**config.mk**
```make
export PLATFORM = sky130hd
export DESIGN_NAME = sort_with_stats_and_prime_flag
export DESIGN_NICKNAME = d
export VERILOG_FILES = /design/src/sws_pkg.sv /design/src/sws_ram.sv /design/src/sort_with_stats_and_prime_flag.sv
export SDC_FILE = /design/constraint.sdc
export NUM_CORES = 1
export LEC_CHECK = 0
export BUFFER_PORTS_ARGS = -buffer_cell sky130_fd_sc_hd__buf_2
export CAP_MARGIN = 20
export CORE_MARGIN = 8
export CORE_UTILIZATION = 54
export CTS_BUF_LIST = sky130_fd_sc_hd__clkbuf_16
export DETAILED_ROUTE_END_ITERATION = 16
export PLACE_DENSITY = 0.78
export SETUP_SLACK_MARGIN = 0.02
export SLEW_MARGIN = 0
export SYNTH_ARGS = -nofsm -noshare
export SYNTH_HDL_FRONTEND = slang
export SYNTH_HIERARCHICAL = 1
export SYNTH_SLANG_ARGS = --single-unit
export TNS_END_PERCENT = 20
```
**constraint.sdc**
```tcl
create_clock -name clk -period 9 [get_ports clk]
set_input_delay 1.8 -clock clk [delete_from_list [all_inputs] [get_ports clk]]
set_output_delay 1.8 -clock clk [all_outputs]
set_load 0.02 [all_outputs]
```
**src/sws_pkg.sv**
```systemverilog
package sws_pkg;

  localparam int VALUE_BITS    = 16;
  localparam int SUM_BITS      = 20;
  localparam int COUNT_BITS    = 5;
  localparam int DIVISOR_BITS  = VALUE_BITS / 2 + 1;
  localparam int DEF_MAX_ITEMS = 16;

  localparam logic [VALUE_BITS-1:0]   SMALLEST_PRIME = VALUE_BITS'(2);
  localparam logic [DIVISOR_BITS-1:0] FIRST_DIVISOR  = DIVISOR_BITS'(2);
  localparam logic [SUM_BITS-1:0]     SUM_LIMIT      = {SUM_BITS{1'b1}};

  typedef enum logic [8:0] {
    ST_LOAD    = 9'b000000001,
    ST_SORT_RD = 9'b000000010,
    ST_SORT_CM = 9'b000000100,
    ST_SORT_WR = 9'b000001000,
    ST_EMIT_RD = 9'b000010000,
    ST_EMIT_LT = 9'b000100000,
    ST_PR_CHK  = 9'b001000000,
    ST_PR_DIV  = 9'b010000000,
    ST_EMIT_OUT = 9'b100000000
  } state_t;

endpackage

```
**src/sws_ram.sv**
```systemverilog
module sws_ram #(
  parameter int WIDTH = 16,
  parameter int DEPTH = 16
) (
  input  logic                     clk,
  input  logic                     we,
  input  logic [$clog2(DEPTH)-1:0] waddr,
  input  logic [WIDTH-1:0]         wdata,
  input  logic [$clog2(DEPTH)-1:0] raddr,
  output logic [WIDTH-1:0]         rdata
);

  logic [WIDTH-1:0] mem [DEPTH];

  always_ff @(posedge clk) begin
    if (we) begin
      mem[waddr] <= wdata;
    end
    rdata <= mem[raddr];
  end

endmodule

```
**src/sort_with_stats_and_prime_flag.sv**
```systemverilog
// Collects a set of unsigned values, sorts it and streams it back out.
// Input channel (in_valid/in_stall): one value per beat, last_in marks the
// final value of a set. Values beyond MAX_ITEMS are dropped, though a
// marked one still ends the set. While loading, one beat is taken per cycle.
// After the marked beat, in_stall stays high until the whole set is out.
// The set is sorted in place in the element RAM by a bubble sort: each
// step reads one entry and then writes the smaller of it and the carried
// value one place lower; the carried maximum is written at each pass end.
// Each output beat then needs a RAM read and, for a value of two or more,
// a trial-division prime test: ST_PR_CHK and ST_PR_DIV run per divisor,
// from two up until its square exceeds the value or it divides it (up to
// 254 divisors for a 16-bit value).
// Output channel (out_valid/out_stall): one beat per element in ascending
// order with the maximum, sum and count of the set; last_out marks the end.
// A stalled output beat holds until taken; nothing else advances meanwhile.
// Reset returns the block to loading with an empty set; the RAM contents
// are not cleared, since only entries written in the current set are read.
module sort_with_stats_and_prime_flag
  import sws_pkg::*;
#(
  parameter int MAX_ITEMS = DEF_MAX_ITEMS
) (
  input  logic                  clk,
  input  logic                  rst,
  input  logic                  in_valid,
  output logic                  in_stall,
  input  logic [VALUE_BITS-1:0] value,
  input  logic                  last_in,
  output logic                  out_valid,
  input  logic                  out_stall,
  output logic [VALUE_BITS-1:0] sorted_value,
  output logic                  is_prime,
  output logic [VALUE_BITS-1:0] largest,
  output logic [SUM_BITS-1:0]   total,
  output logic [COUNT_BITS-1:0] item_count,
  output logic                  last_out
);

  localparam int AW = $clog2(MAX_ITEMS);
  localparam int CW = $clog2(MAX_ITEMS + 1);
  localparam int BW = $clog2(VALUE_BITS);

  state_t                    state;
  logic [CW-1:0]             count;
  logic [VALUE_BITS-1:0]     run_max;
  logic [SUM_BITS-1:0]       run_sum;
  logic [CW-1:0]             k;
  logic [CW-1:0]             lim;
  logic [CW-1:0]             e;
  logic [VALUE_BITS-1:0]     carry;
  logic [VALUE_BITS-1:0]     cur;
  logic                      prime;
  logic [DIVISOR_BITS-1:0]   div;
  logic [DIVISOR_BITS-1:0]   rem;
  logic [BW-1:0]             bitc;

  logic                      we;
  logic [AW-1:0]             waddr;
  logic [VALUE_BITS-1:0]     wdata;
  logic [AW-1:0]             raddr;
  logic [VALUE_BITS-1:0]     rdata;

  logic                      in_acc;
  logic                      out_acc;
  logic                      room;
  logic [CW-1:0]             count_next;
  logic [SUM_BITS:0]         sum_add;
  logic [VALUE_BITS-1:0]     lo_val;
  logic [VALUE_BITS-1:0]     hi_val;
  logic [DIVISOR_BITS:0]     rem_sh;
  logic [DIVISOR_BITS:0]     rem_next;
  logic [2*DIVISOR_BITS-1:0] div_sq;

  assign in_stall  = (state != ST_LOAD);
  assign in_acc    = in_valid && !in_stall;
  assign out_valid = (state == ST_EMIT_OUT);
  assign out_acc   = out_valid && !out_stall;
  assign room      = (count < CW'(MAX_ITEMS));
  assign count_next = room ? count + CW'(1) : count;
  assign sum_add   = {1'b0, run_sum} + (SUM_BITS + 1)'(value);

  assign lo_val = (carry < rdata) ? carry : rdata;
  assign hi_val = (carry < rdata) ? rdata : carry;

  assign rem_sh   = {rem, cur[bitc]};
  assign rem_next = (rem_sh >= {1'b0, div}) ? rem_sh - {1'b0, div} : rem_sh;
  assign div_sq   = div * div;

  always_comb begin
    we    = 1'b0;
    waddr = count[AW-1:0];
    wdata = value;
    unique case (state)
      ST_LOAD: begin
        we = in_acc && room;
      end
      ST_SORT_CM: begin
        we    = (k != '0);
        waddr = AW'(k - CW'(1));
        wdata = lo_val;
      end
      ST_SORT_WR: begin
        we    = 1'b1;
        waddr = lim[AW-1:0];
        wdata = carry;
      end
      default: begin
        we = 1'b0;
      end
    endcase
  end

  assign raddr = (state == ST_EMIT_RD) ? e[AW-1:0] : k[AW-1:0];

  sws_ram #(
    .WIDTH(VALUE_BITS),
    .DEPTH(MAX_ITEMS)
  ) u_ram (
    .clk  (clk),
    .we   (we),
    .waddr(waddr),
    .wdata(wdata),
    .raddr(raddr),
    .rdata(rdata)
  );

  always_ff @(posedge clk) begin
    if (rst) begin
      state   <= ST_LOAD;
      count   <= '0;
      run_max <= '0;
      run_sum <= '0;
    end else begin
      unique case (state)
        ST_LOAD: begin
          if (in_acc) begin
            if (room) begin
              count <= count_next;
              if (value > run_max) begin
                run_max <= value;
              end
              run_sum <= sum_add[SUM_BITS] ? SUM_LIMIT : sum_add[SUM_BITS-1:0];
            end
            if (last_in) begin
              e <= '0;
              k <= '0;
              lim <= count_next - CW'(1);
              if (count_next == '0) begin
                state <= ST_LOAD;
              end else if (count_next == CW'(1)) begin
                state <= ST_EMIT_RD;
              end else begin
                state <= ST_SORT_RD;
              end
            end
          end
        end
        ST_SORT_RD: begin
          state <= ST_SORT_CM;
        end
        ST_SORT_CM: begin
          carry <= (k == '0) ? rdata : hi_val;
          if (k == lim) begin
            state <= ST_SORT_WR;
          end else begin
            k     <= k + CW'(1);
            state <= ST_SORT_RD;
          end
        end
        ST_SORT_WR: begin
          k <= '0;
          if (lim == CW'(1)) begin
            state <= ST_EMIT_RD;
          end else begin
            lim   <= lim - CW'(1);
            state <= ST_SORT_RD;
          end
        end
        ST_EMIT_RD: begin
          state <= ST_EMIT_LT;
        end
        ST_EMIT_LT: begin
          cur <= rdata;
          div <= FIRST_DIVISOR;
          if (rdata < SMALLEST_PRIME) begin
            prime <= 1'b0;
            state <= ST_EMIT_OUT;
          end else begin
            state <= ST_PR_CHK;
          end
        end
        ST_PR_CHK: begin
          rem  <= '0;
          bitc <= BW'(VALUE_BITS - 1);
          if (div_sq > (2*DIVISOR_BITS)'(cur)) begin
            prime <= 1'b1;
            state <= ST_EMIT_OUT;
          end else begin
            state <= ST_PR_DIV;
          end
        end
        ST_PR_DIV: begin
          rem <= rem_next[DIVISOR_BITS-1:0];
          if (bitc == '0) begin
            if (rem_next == '0) begin
              prime <= 1'b0;
              state <= ST_EMIT_OUT;
            end else begin
              div   <= div + DIVISOR_BITS'(1);
              state <= ST_PR_CHK;
            end
          end else begin
            bitc <= bitc - BW'(1);
          end
        end
        ST_EMIT_OUT: begin
          if (out_acc) begin
            if (last_out) begin
              count   <= '0;
              run_max <= '0;
              run_sum <= '0;
              state   <= ST_LOAD;
            end else begin
              e     <= e + CW'(1);
              state <= ST_EMIT_RD;
            end
          end
        end
        default: begin
          state <= ST_LOAD;
        end
      endcase
    end
  end

  assign sorted_value = cur;
  assign is_prime     = prime;
  assign largest      = run_max;
  assign total        = run_sum;
  assign item_count   = COUNT_BITS'(count);
  assign last_out     = (e == count - CW'(1));

  a_no_load_while_emit: assert property (@(posedge clk) disable iff (rst)
    out_valid |-> in_stall)
    else $error("input taken while a result is pending");

  a_set_not_empty: assert property (@(posedge clk) disable iff (rst)
    out_valid |-> (count != '0) && (e < count))
    else $error("result beat outside the stored set");

  a_back_to_load: assert property (@(posedge clk) disable iff (rst)
    (out_acc && last_out) |=> !in_stall && (count == '0))
    else $error("set end did not return to loading");

endmodule
```
==> run metrics <==
post_cts resized 0; Core ar. 37500 sq um; commonest non-fill, non-tap cell in the layout edfxtp_1; final setup vio count 0; Critical Path Max Stage Delay 0.54 ns; Syn Area/Cell 12.7 sq um; Hold WC Path Type reg2reg; Routability Congestion 0.890; outcome finished clean; required time of the critical path 9.23 ns; Die H 211 um; Final Max Slew Viols 0; setup bufs post-CTS 0; Worst-path clk slew 0.06 ns; EDFF count, synth 326; Post-synth ARST share 0; multi-input logic area 8540 sq um; fillers 2854; DRT Pass-1 Iters 5; P_leak ~0.009 uW; flops & latches, synth 392; Worst Hold End total[12]; vias in the first global route 14000; Max Cap Viol 0; worst path arrival time 6.97 ns; max frequency ~0.15 GHz; grt total ovfl 0; slew margin rel. 0.255; FP Rows 71; clk_skew 0.0188 ns; layout cells sized above 1 0.150; Least-Margin Pin Slew 1.12 ns; crit path kind reg2reg; synthesis-to-layout area growth 11.4%; Hold Buf Count CTS 0; Starting DRT DRC Count between 1000 and 1500; min-delay src total[12]; Post-Synthesis Cells 1613; Final min period 6.75 ns; total detailed-routing wirelength 51700 um; Post-DRT Antenna Nets 0; Setup crit end kind flip-flop; HPWL after detailed placement 35400 um; Layout Nets 1880; largest net degree at the start of global routing 65; post-synth cell types between 70 and 80; die width 211 um; initial core utilization 0.546; Fin Hold WS between 0.4 and 0.5 ns; first-pass GRT wire length 79300 um; Clock Sinks 392; post-DR wirelength/cell 23.0 um; antenna violations before repair 1; H-tree depth 2; Die ar. 44400 sq um; Slowest cell on crit path fa_1; total chip power ~5500 uW; ys flop type edfxtp_1; final routed DRC violation total 0; root buffer cell clkbuf_16; diodes inserted 0; CP Launch Type flip-flop; Reg2Reg Depth 27; Synth warnings 6; register-to-register setup slack roughly 2.3 ns; clock buffer count from CTS 37; Max Root-Sink Buffers 3; Hold Crit Depth 2; reg2reg end is_prime; register area share after synthesis 0.543; Max Fanout on Critical Path 10; RSZ-0062 raised after global routing false; Mapped Area ~20000 sq um; setup_tns 0 ns; period utilization 0.749; Cell Pwr Density 242 nW/um^2; Worst R2R Start div[3]; worst-skew pair later-pin latency 0.53 ns; routed vias/inst 6.20; GRT Util Overall 0.229; Core Util, Final 0.608; commonest non-fill, non-tap cells in the layout edfxtp_1 (326), inv_1 (158), nor2_1 (121), ha_1 (117), nand2_1 (109); Sequential Area 11100 sq um; syn nets 1788; Port Buf Inserts 81; Fin. Hold Viols 0; via count 13900; CTS tree yes; IO Pins 82; maximum vdd drop 196 uV
## Yosys cell counts (12+ instances only)
library cell | number | area share
a21o_1 | 23 | 0.0084
xor2_1 | 19 | 0.0081
dfxtp_1 | 66 | 0.065
nand2_1 | 109 | 0.020
inv_1 | 151 | 0.028
ha_1 | 117 | 0.072
nand3_1 | 32 | 0.0078
mux4_2 | 59 | 0.065
nor3_1 | 32 | 0.0078
nor4_1 | 12 | 0.0037
clkbuf_1 | 35 | 0.0064
edfxtp_1 | 326 | 0.48
a21oi_1 | 87 | 0.021
a221o_1 | 20 | 0.0098
a211oi_1 | 13 | 0.0048
xnor2_1 | 51 | 0.022
nor2_1 | 130 | 0.024
fa_1 | 37 | 0.036
o21ai_0 | 44 | 0.011
a22oi_1 | 34 | 0.012
## worst max path at each step
stage                 from       end  slack, ns
CTS                 div[3]  is_prime       2.32
floorplan           div[6]  is_prime       2.93
detailed placement  div[3]  is_prime       2.37
global placement    div[6]  is_prime       2.48
global route        div[3]  is_prime       1.87
finish              div[3]  is_prime       2.25
## stage by stage
| stage | setup WS (ns) | instances | cell area, sq um |
|---|---|---|---|
| floorplan | 2.93 | 1613 | 20500 |
| global placement | 2.48 | 2172 | 21500 |
| detailed placement | 2.37 | 2175 | 21500 |
| CTS | 2.32 | 2242 | 22800 |
| global route | 1.87 | 2244 | 22800 |
| finish | 2.25 | 2244 | 22800 |
## where the power goes
part	internal (uW)	total, uW	switching (uW)	leakage, uW
clock	951	1620	673	0.000644
sequential	2170	2360	183	0.00349
combinational	612	1520	913	0.00468
total	3740	5510	1770	0.00881
## layout make-up
type                    count  area share
clock buffers              38      0.0417
clock inverters            29      0.0143
inverters                 156      0.0257
multi-input cells        1008       0.375
flip-flops and latches    392       0.487
well taps                 511      0.0281
repair buffers            110      0.0282
## kinds of logic after synthesis
family / Yosys count / synth area share
flip-flops: 392 / 0.543
buffers and inverters: 213 / 0.0426
XOR/XNOR: 70 / 0.0300
AO/OA/AOI/OAI: 300 / 0.0992
multiplexers: 80 / 0.0834
adder cells (fa/ha/maj): 154 / 0.108
AND/OR/NAND/NOR: 404 / 0.0943
## worst max-delay path, delay by kind of cell, from the launching register on
kind	cells	cell delay (ns)
buffers and inverters	4	0.55
and+or+nand+nor	8	1.55
xor gates and xnor gates	2	0.27
DFF	1	0.46
AOI/OAI and AO/OA	7	1.20
adders and majority gates	6	2.40
## registers in the layout, indices dropped and copies added, names as in the netlist
signal        count
bitc              4
carry            16
div               9
e                 5
is_prime          1
item_count        5
k                 5
largest          16
lim               5
rem               9
sorted_value     16
state             9
total            20
u_ram/mem       256
u_ram/rdata      16
## routing by layer
layer,GRT usage,share of wire,vias to the layer above
li1,-,-,6189
met1,0.298,0.39,6961
met2,0.385,0.49,660
met3,0.0361,0.082,111
met4,0.0825,0.031,2
met5,0,0.00025,-
No activity file was read; power rests on OpenSTA's default activity.
